**src/design/button_debounce_longpress_repeat_defines.svh**
```systemverilog
// Assertion macros shared by the button debouncer design files.
`ifndef BUTTON_DEBOUNCE_LONGPRESS_REPEAT_DEFINES_SVH
`define BUTTON_DEBOUNCE_LONGPRESS_REPEAT_DEFINES_SVH

// Checks a property on every rising clock edge outside reset.
`define BDLR_ASSERT(label, prop, msg) \
    label: assert property (@(posedge clk) disable iff (!rst_n) prop) else $error(msg);

// Checks that a condition never holds outside reset.
`define BDLR_NEVER(label, cond, msg) \
    `BDLR_ASSERT(label, !(cond), msg)

`endif

```
**src/design/bdlr_pkg.sv**
```systemverilog
// Package with the types and constants of the button debouncer.
`timescale 1ns / 1ps

package bdlr_pkg;

    localparam int NUM_BUTTONS = 16;
    localparam int BTN_AW = (NUM_BUTTONS > 1) ? $clog2(NUM_BUTTONS) : 1;
    localparam int CNT_W = $clog2(NUM_BUTTONS + 1);
    localparam int RAW_W = 16;

    localparam logic [3:0] EV_PRESSED = 4'b0001;
    localparam logic [3:0] EV_RELEASED = 4'b0010;
    localparam logic [3:0] EV_LONG = 4'b0100;
    localparam logic [3:0] EV_REPEAT = 4'b1000;

    typedef enum logic [1:0] {
        CMD_SCAN = 2'd0,
        CMD_READ = 2'd1,
        CMD_CLEAR = 2'd2
    } cmd_t;

    typedef enum logic [2:0] {
        REG_DEBOUNCE = 3'd0,
        REG_LONG_PRESS = 3'd1,
        REG_REPEAT_DELAY = 3'd2,
        REG_REPEAT_RATE = 3'd3,
        REG_INVERT = 3'd4,
        REG_ACTIVE = 3'd5
    } reg_index_t;

    typedef enum logic [1:0] {
        ST_IDLE,
        ST_SWEEP,
        ST_FINISH
    } state_t;

    typedef struct packed {
        logic [31:0] last_agree;
        logic [31:0] press_start;
        logic [31:0] last_repeat;
        logic        long_fired;
        logic [3:0]  pending;
    } entry_t;

endpackage

```
**src/design/bdlr_ram.sv**
```systemverilog
// Generic single-port-write, single-port-read RAM with registered read data.
`timescale 1ns / 1ps

module bdlr_ram #(
    parameter int WIDTH = 8,
    parameter int DEPTH = 16,
    localparam int AW = (DEPTH > 1) ? $clog2(DEPTH) : 1
) (
    input  logic             clk,
    input  logic             we,
    input  logic [AW-1:0]    waddr,
    input  logic [WIDTH-1:0] wdata,
    input  logic             re,
    input  logic [AW-1:0]    raddr,
    output logic [WIDTH-1:0] rdata
);

    logic [WIDTH-1:0] mem [DEPTH];

    always_ff @(posedge clk)
    begin
        if (we)
        begin
            mem[waddr] <= wdata;
        end
        if (re)
        begin
            rdata <= mem[raddr];
        end
    end

endmodule

```
**src/design/button_debounce_longpress_repeat.sv**
```systemverilog
// Steps: a scan or clear-all item reads and writes back entries 0 to n - 1 in ST_SWEEP, where n is
// active_buttons capped at NUM_BUTTONS; a read of an active button covers only that entry. An unknown
// command, an inactive read, or a scan or clear-all with n of zero goes straight to ST_FINISH.
// A new item can be accepted in the cycle after the previous result enters the output register, so
// no item is taken while another is still in flight.
// Reset is asynchronous; per-entry valid bits make all button state read as zero.
`timescale 1ns / 1ps

`include "button_debounce_longpress_repeat_defines.svh"

module button_debounce_longpress_repeat
    import bdlr_pkg::*;
(
    input  logic        clk,
    input  logic        rst_n,
    input  logic        cfg_wr_en,
    input  logic [2:0]  cfg_index,
    input  logic [15:0] cfg_data,
    input  logic        s_tvalid,
    output logic        s_tready,
    // raw_bits [15:0], time_ms [47:16], button_index [51:48], clear_bits [55:52]
    input  logic [55:0] s_tdata,
    // command [1:0]
    input  logic [1:0]  s_tuser,
    output logic        m_tvalid,
    input  logic        m_tready,
    // pressed_mask [15:0], event_flags [19:16], zero padding [23:20]
    output logic [23:0] m_tdata
);

    logic [15:0] debounce_reg;
    logic [15:0] long_press_reg;
    logic [15:0] repeat_delay_reg;
    logic [15:0] repeat_rate_reg;
    logic        invert_reg;
    logic [4:0]  active_reg;

    state_t state_reg, state_next;

    logic [1:0]             cmd_reg;
    logic [NUM_BUTTONS-1:0] lvl_vec_reg;
    logic [31:0]            now_reg;
    logic [3:0]             clr_reg;
    logic [BTN_AW-1:0]      base_reg;
    logic [CNT_W-1:0]       total_reg;
    logic [CNT_W-1:0]       issued_reg;
    logic                   proc_valid_reg;
    logic                   proc_vld_reg;
    logic [BTN_AW-1:0]      proc_addr_reg;
    logic [NUM_BUTTONS-1:0] entry_valid_reg;
    logic [NUM_BUTTONS-1:0] level_reg;
    logic [3:0]             flags_reg;
    logic                   out_valid_reg;
    logic [15:0]            out_mask_reg;
    logic [3:0]             out_flags_reg;

    logic [5:0]             n6;
    logic [CNT_W-1:0]       n_cnt;
    logic                   accept;
    logic                   read_ok;
    logic [CNT_W-1:0]       total_in;
    logic                   issue;
    logic [BTN_AW-1:0]      rd_addr;
    logic                   finish_fire;
    logic                   sweep_done;
    logic [NUM_BUTTONS-1:0] raw_ext;
    logic [NUM_BUTTONS-1:0] mask_full;
    logic [15:0]            mask_out;

    entry_t ram_rdata;
    entry_t cur_e;
    entry_t new_e;
    logic   lvl;
    logic   old_lvl;
    logic   new_lvl;
    logic   agree_ok;
    logic   rose;
    logic   fell;
    logic   long_ok;
    logic   delay_ok;
    logic   rate_ok;
    logic [31:0] agree_diff;
    logic [31:0] held_diff;
    logic [31:0] rep_diff;

    assign n6 = ({1'b0, active_reg} > 6'(NUM_BUTTONS)) ? 6'(NUM_BUTTONS) : {1'b0, active_reg};
    assign n_cnt = CNT_W'(n6);
    assign read_ok = {2'b00, s_tdata[51:48]} < n6;

    always_comb
    begin
        case (cmd_t'(s_tuser))
            CMD_SCAN:  total_in = n_cnt;
            CMD_CLEAR: total_in = n_cnt;
            CMD_READ:  total_in = read_ok ? CNT_W'(1) : '0;
            default:   total_in = '0;
        endcase
    end

    always_comb
    begin
        raw_ext = '0;
        for (int i = 0; i < NUM_BUTTONS; i++)
        begin
            if (i < RAW_W)
            begin
                raw_ext[i] = s_tdata[i];
            end
        end
        if (invert_reg)
        begin
            raw_ext = ~raw_ext;
        end
    end

    assign issue = (state_reg == ST_SWEEP) && (issued_reg < total_reg);
    assign rd_addr = base_reg + issued_reg[BTN_AW-1:0];
    assign sweep_done = !issue && !proc_valid_reg;
    assign finish_fire = (state_reg == ST_FINISH) && (!out_valid_reg || m_tready);

    always_comb
    begin
        state_next = state_reg;
        case (state_reg)
            ST_IDLE:
            begin
                if (s_tvalid)
                begin
                    state_next = (total_in != '0) ? ST_SWEEP : ST_FINISH;
                end
            end
            ST_SWEEP:
            begin
                if (sweep_done)
                begin
                    state_next = ST_FINISH;
                end
            end
            ST_FINISH:
            begin
                if (finish_fire)
                begin
                    state_next = ST_IDLE;
                end
            end
            default: state_next = ST_IDLE;
        endcase
    end

    always_comb
    begin
        s_tready = 1'b0;
        case (state_reg)
            ST_IDLE:   s_tready = 1'b1;
            ST_SWEEP:  s_tready = 1'b0;
            ST_FINISH: s_tready = 1'b0;
            default:   s_tready = 1'b0;
        endcase
    end

    assign accept = s_tvalid && s_tready;

    bdlr_ram #(
        .WIDTH($bits(entry_t)),
        .DEPTH(NUM_BUTTONS)
    ) u_state_ram (
        .clk  (clk),
        .we   (proc_valid_reg),
        .waddr(proc_addr_reg),
        .wdata(new_e),
        .re   (issue),
        .raddr(rd_addr),
        .rdata(ram_rdata)
    );

    assign cur_e = proc_vld_reg ? ram_rdata : '0;
    assign lvl = lvl_vec_reg[proc_addr_reg];
    assign old_lvl = level_reg[proc_addr_reg];
    assign agree_diff = now_reg - cur_e.last_agree;
    assign held_diff = now_reg - cur_e.press_start;
    assign rep_diff = now_reg - cur_e.last_repeat;
    assign agree_ok = agree_diff >= {16'd0, debounce_reg};
    assign new_lvl = (lvl != old_lvl && agree_ok) ? lvl : old_lvl;
    assign rose = new_lvl && !old_lvl;
    assign fell = !new_lvl && old_lvl;
    assign long_ok = rose ? (long_press_reg == 16'd0) : (held_diff >= {16'd0, long_press_reg});
    assign delay_ok = rose ? (repeat_delay_reg == 16'd0)
                           : (held_diff >= {16'd0, repeat_delay_reg});
    assign rate_ok = rose ? (repeat_rate_reg == 16'd0) : (rep_diff >= {16'd0, repeat_rate_reg});

    always_comb
    begin
        new_e = cur_e;
        case (cmd_t'(cmd_reg))
            CMD_SCAN:
            begin
                if (lvl == old_lvl || agree_ok)
                begin
                    new_e.last_agree = now_reg;
                end
                if (rose)
                begin
                    new_e.pending = new_e.pending | EV_PRESSED;
                    new_e.press_start = now_reg;
                    new_e.long_fired = 1'b0;
                    new_e.last_repeat = now_reg;
                end
                if (fell)
                begin
                    new_e.pending = new_e.pending | EV_RELEASED;
                end
                if (new_lvl)
                begin
                    if (!new_e.long_fired && long_ok)
                    begin
                        new_e.pending = new_e.pending | EV_LONG;
                        new_e.long_fired = 1'b1;
                    end
                    if (delay_ok && rate_ok)
                    begin
                        new_e.pending = new_e.pending | EV_REPEAT;
                        new_e.last_repeat = now_reg;
                    end
                end
            end
            CMD_READ:  new_e.pending = cur_e.pending & ~clr_reg;
            CMD_CLEAR: new_e.pending = 4'd0;
            default:   new_e = cur_e;
        endcase
    end

    always_comb
    begin
        for (int i = 0; i < NUM_BUTTONS; i++)
        begin
            mask_full[i] = level_reg[i] && (i < int'(n6));
        end
        mask_out = '0;
        for (int i = 0; i < NUM_BUTTONS; i++)
        begin
            if (i < 16)
            begin
                mask_out[i] = mask_full[i];
            end
        end
    end

    always_ff @(posedge clk or negedge rst_n)
    begin
        if (!rst_n)
        begin
            debounce_reg <= 16'd50;
            long_press_reg <= 16'd1000;
            repeat_delay_reg <= 16'd500;
            repeat_rate_reg <= 16'd100;
            invert_reg <= 1'b1;
            active_reg <= 5'd16;
            state_reg <= ST_IDLE;
            issued_reg <= '0;
            total_reg <= '0;
            proc_valid_reg <= 1'b0;
            entry_valid_reg <= '0;
            level_reg <= '0;
            flags_reg <= 4'd0;
            out_valid_reg <= 1'b0;
        end
        else
        begin
            state_reg <= state_next;
            if (cfg_wr_en)
            begin
                case (reg_index_t'(cfg_index))
                    REG_DEBOUNCE:     debounce_reg <= cfg_data;
                    REG_LONG_PRESS:   long_press_reg <= cfg_data;
                    REG_REPEAT_DELAY: repeat_delay_reg <= cfg_data;
                    REG_REPEAT_RATE:  repeat_rate_reg <= cfg_data;
                    REG_INVERT:       invert_reg <= cfg_data[0];
                    REG_ACTIVE:       active_reg <= cfg_data[4:0];
                    default:          ;
                endcase
            end
            if (accept)
            begin
                issued_reg <= '0;
                total_reg <= total_in;
                flags_reg <= 4'd0;
            end
            else if (issue)
            begin
                issued_reg <= issued_reg + CNT_W'(1);
            end
            proc_valid_reg <= issue;
            if (proc_valid_reg)
            begin
                entry_valid_reg[proc_addr_reg] <= 1'b1;
                if (cmd_t'(cmd_reg) == CMD_SCAN)
                begin
                    level_reg[proc_addr_reg] <= new_lvl;
                end
                if (cmd_t'(cmd_reg) == CMD_READ)
                begin
                    flags_reg <= cur_e.pending;
                end
            end
            if (finish_fire)
            begin
                out_valid_reg <= 1'b1;
            end
            else if (m_tready)
            begin
                out_valid_reg <= 1'b0;
            end
        end
    end

    always_ff @(posedge clk)
    begin
        if (accept)
        begin
            cmd_reg <= s_tuser;
            lvl_vec_reg <= raw_ext;
            now_reg <= s_tdata[47:16];
            clr_reg <= s_tdata[55:52];
            base_reg <= (cmd_t'(s_tuser) == CMD_READ) ? BTN_AW'(s_tdata[51:48]) : '0;
        end
        if (issue)
        begin
            proc_addr_reg <= rd_addr;
            proc_vld_reg <= entry_valid_reg[rd_addr];
        end
        if (finish_fire)
        begin
            out_mask_reg <= mask_out;
            out_flags_reg <= flags_reg;
        end
    end

    assign m_tvalid = out_valid_reg;
    assign m_tdata = {4'd0, out_flags_reg, out_mask_reg};

    `BDLR_NEVER(a_rmw_no_collide, proc_valid_reg && issue && (proc_addr_reg == rd_addr),
        "write back and read address the same entry")
    `BDLR_ASSERT(a_idle_no_proc, (state_reg == ST_IDLE) |-> !proc_valid_reg,
        "entry still in flight while idle")
    `BDLR_ASSERT(a_issue_bound, (state_reg == ST_SWEEP) |-> (issued_reg <= total_reg),
        "more entries read than the command covers")
    `BDLR_ASSERT(a_result_from_finish, $rose(m_tvalid) |-> $past(state_reg == ST_FINISH),
        "result raised outside the finish step")

endmodule

```
**config.mk**
```make
export PLATFORM = sky130hd
export DESIGN_NAME = button_debounce_longpress_repeat
export DESIGN_NICKNAME = d
export VERILOG_FILES = /design/src/design/bdlr_pkg.sv /design/src/design/bdlr_ram.sv /design/src/design/button_debounce_longpress_repeat.sv
export VERILOG_INCLUDE_DIRS = /design/src /design/src/design
export SDC_FILE = /design/constraint.sdc
export NUM_CORES = 2
export LEC_CHECK = 0
export BUFFER_PORTS_ARGS = -buffer_cell sky130_fd_sc_hd__clkbuf_2
export CORE_UTILIZATION = 55
export DETAILED_ROUTE_END_ITERATION = 10
export PLACE_DENSITY = 0.76
export RECOVER_POWER = 25
export REMOVE_ABC_BUFFERS = 1
export SLEW_MARGIN = 20
export SYNTH_ARGS = -nofsm -noshare
export SYNTH_HDL_FRONTEND = slang
export SYNTH_SLANG_ARGS = --single-unit
export TNS_END_PERCENT = 50
```
**constraint.sdc**
```tcl
create_clock -name clk -period 19.7 [get_ports clk]
set_input_delay 2.955 -clock clk [delete_from_list [all_inputs] [get_ports clk]]
set_output_delay 2.955 -clock clk [all_outputs]
set_load 0.01 [all_outputs]
```
==> results.md <==
- The worst min-delay path class is reg2reg.
- During placement, the flow inserted port buffers numbering 103.
- The source of the critical timing path is issued_reg[1]$_DFFE_PN0P_.
- 108 I/O pins were placed.
- Counting flops with an async set or reset pin after synthesis yields a share of 6.250%.
- The worst register-to-register path begins at issued_reg[1]$_DFFE_PN0P_.
- The count of flip-flops with a built-in enable after synthesis is 1800.
- Summing the areas of all xor and xnor instances in the mapped netlist gives 0.9228% of the synthesized area.
- By area the synthesized netlist is led by edfxtp_1, mux4_2, dfrtp_1.
- At the later pin of the worst-skew pair, clock insertion delay measures 0.86 ns.
- Of the total synthesized cell area, the portion taken by full adders, half adders and majority gates is 2.704%.
- The startpoint of the tightest hold check path is flags_reg[1]$_DFF_PN0_.
- The final critical-path share of the clock period is 51.93%.
- The maximum achievable frequency is 0.09775 GHz.
- Summed over all layers, the routed wires come to 207.9 mm.
- Yosys instantiated no cell more often than edfxtp_1.
- The total overflow left after global routing is 0.
- The final hold violation count was 0.
- The area of the die is 149900 um^2.
- The highest ir drop seen on vdd is 0.1425 mV.
- On the final layout, the worst clock skew is 0.07745 ns.
- After layout, the minimum clock period comes to 10.23 ns.
- In this run the standard cell core region covers 146400 um^2.
- The post-synthesis cell type count is 87.
- In this design, the stage delay of the slowest critical-path cell is 6.16 ns.
- The synthesized netlist occupies a cell area of 81620 um^2.
- The area taken by flip-flops and latches is 57080 um^2.
- At the worst endpoint, the required time is 19.67 ns.
- TritonCTS built the clock tree.
- The element type at the critical path start is a register.
- After the last flow step, the layout net total stands at 5158.
- After filler insertion, the fill cell instance count of the layout stands at 10090.
- In this run the tightest slew margin relative to its limit is -560.2%.
- The setup violation total in the final timing report is 0.
- The combinational family with the most area after synthesis is multiplexers.
- The number of sinks handled by clock tree synthesis is 1920.
- In this run, post-CTS repair resized a total of 0 instances.
- The deepest clock path buffer count is 3.
- The synthesized netlist devotes 5.900% of its cell area to compound gates.
- The top cell type by area accounts for 66.22% of the synthesized area.
- The type of the setup path with the least slack is reg2reg.
- The total DRC errors in the routed layout is 0.
- Summed over all failing endpoints, the final setup total negative slack is 0 ns.
- The number of buffers added to fix hold violations after cts is 0.
- After layout, the design draws a total of 13.69 mW.
- The number of global-route vias before repair is 45850.
- The first global-routing pass estimated 305.5 mm of wire.
- The checks that failed: capacitance limit, slew limit.
- The worst path arrival time is 10.20 ns.
- Setup repair after global routing left no endpoint under its margin.
- The via count is 45900.
- edfxtp_1 takes more of the synthesized area than any other cell.
- For this configuration, the core starts out at a cell density of 55.74%.
- Among the stages of the critical path, the cell type that occurs most often is a21oi_1.
- The analysis attributes to cell leakage a power of 30.39 nW.
- The total clock buffers created by CTS is 186.
- For this design the ratio of total power to cell area is 150.9 nW/um^2.
- In the final routed layout, each cell accounts on average for 29.81 um.
- The initial antenna violation count came to 6.
- The per-instance average area after synthesis is 17.25 um^2.
- The gate family responsible for the most delay along the worst path is buffers and inverters.
- The total of max-cap violations is 32.
- The commonest register cell after synthesis is edfxtp_1.
- In the global route stage, overall resource usage came out at 27.74%.
- The count of yosys warnings during synthesis is 0.
- The die boundary height is 387.2 um.
- Entering global routing, the biggest net connects 137 pins.
- The final-report max-slew violation count was 1222.
- In the final layout, the share of cells above drive strength 1 is 19.58%.
- In the synthesized netlist, the cells that appear most often are edfxtp_1, mux4_2, nand2_1.
- The register with the most flip-flops in the layout has 1616 of them.
- Traced cell by cell, the critical path runs through ha_1, a21o_1, a21oi_1, xnor2_2, clkbuf_1, a21oi_1.
- The number of instances in the synthesized netlist is 4733.
- In this run the remaining antenna-violating nets after routing total 0.
- The post-synthesis sequential element count is 1920.
- Counting both buffers and inverters, the worst setup path holds a total of 1.
- For this run, the register share of the synthesized area comes to 69.93%.
- The post-CTS repair timing setup buffer count is 0.
- The tree is rooted in a clkbuf_16.
- The worst-path cell with the longest stage delay is clkbuf_1.
- The first detailed-routing pass ran for 6 iterations.
- The area added between synthesis and finish is 11.14%.
- The post-DP HPWL is 119.7 mm.
- The flow ran to the end, but the final reports show violations.
- The number of core rows is 140.
- The post-detailed-route via-to-cell ratio is 6.581.
- The slew at the pin closest to its max-slew limit is 9.904 ns.
- The die boundary width is 387.2 um.
- Clock-pin slew was measured on the worst setup and hold paths at 0.07 ns.
- In the final layout, the multi-input gates occupy 23290 um^2.
- The routability-driven placement congestion ratio is 0.9797.
- The worst setup path is captured at a register.
- The final worst hold slack is 0.4566 ns.
- The largest fanout of any net on the critical path is 136.
- The depth of the CTS H-tree is 4.
- The mux share of post-synthesis cell area is 13.85%.
- The simple-gate share of the synthesized area is 4.938%.
- After the first detailed-routing iteration, the DRC count stood at 5257.
==> cell usage in the layout, fill, tap and decap left out, types with 11 or more instances in the layout <==
cell,instances
a211oi_1,118
a21o_1,42
a21oi_1,236
and2_1,15
buf_4,103
bufinv_16,15
clkbuf_1,80
clkbuf_16,186
clkbuf_2,76
clkinv_1,43
clkinv_16,11
clkinv_2,31
dfrtp_1,100
dfstp_2,19
edfxtp_1,1800
ha_1,170
inv_1,116
mux2_2,45
mux2i_1,124
mux2i_2,18
mux4_2,416
nand2_1,278
nand2b_1,34
nand3_1,95
nand4_1,34
nor2_1,114
nor2b_1,124
nor3_1,34
nor4_1,22
o211ai_1,17
o21a_1,28
o21ai_0,176
o21ai_1,23
or2_2,20
xnor2_1,43
xor2_1,41
==> metal layers <==
layer  GRT usage [%]  wire length (um)  vias to the layer above
li1                -                 -                    19230
met1           39.47             82820                    23750
met2           44.39            100200                     2553
met3           5.036             19670                      358
met4           7.670              5215                        8
met5               0                53                        -
==> layout make-up <==
type	count	area share, %
multi-input cells	2449	25.68
repair buffers	228	1.537
clock inverters	115	1.377
clock buffers	227	5.356
well taps	1917	2.644
inverters	117	0.4841
diodes	1	0.002759
flip-flops and latches	1920	62.92
==> where the power goes <==
part / switching (mW) / leakage (nW) / total [mW] / internal [mW]
Combinational: 2.77 / 9.51 / 4.78 / 2.01
Sequential: 0.185 / 17.9 / 5.38 / 5.19
Clock: 1.55 / 2.94 / 3.53 / 1.97
==> kinds of logic (layout without fill, tap and decap cells) <==
| logic type | after synthesis | count (layout) |
|---|---|---|
| compound gates | 766 | 766 |
| xor+xnor | 86 | 86 |
| fa+ha+maj | 174 | 174 |
| buf+inv | 367 | 687 |
| flops | 1920 | 1920 |
| mux | 604 | 604 |
| other cells | 1 | 5 |
| simple gates | 815 | 815 |
==> path summary, 6_finish.rpt <==
check	end	slack (ns)	cells past startpoint
setup / recovery	proc_vld_reg$_DFFE_PP_	9.47	6
hold / removal	out_flags_reg[1]$_DFFE_PP_	0.46	0
setup reg to reg	proc_vld_reg$_DFFE_PP_	9.47	6
hold reg to reg	out_flags_reg[1]$_DFFE_PP_	0.46	0
max in group asynchronous	debounce_reg[3]$_DFFE_PN0P_	14.61	2
min in group asynchronous	level_reg[5]$_DFFE_PN0P_	2.96	1
==> per-stage QoR <==
stage               setup slack, ns  area (um^2)  util, %  instances
detailed placement            11.26        84800    57.91       6631
global route                  8.812        90710    61.95       6974
floorplan                     1.998        80650        -       4486
global placement              11.59        84760    57.88       6627
CTS                           11.24        90910    62.08       6973
finish                        9.470        90710    61.95       6974
(Power assumes the default switching activity.)
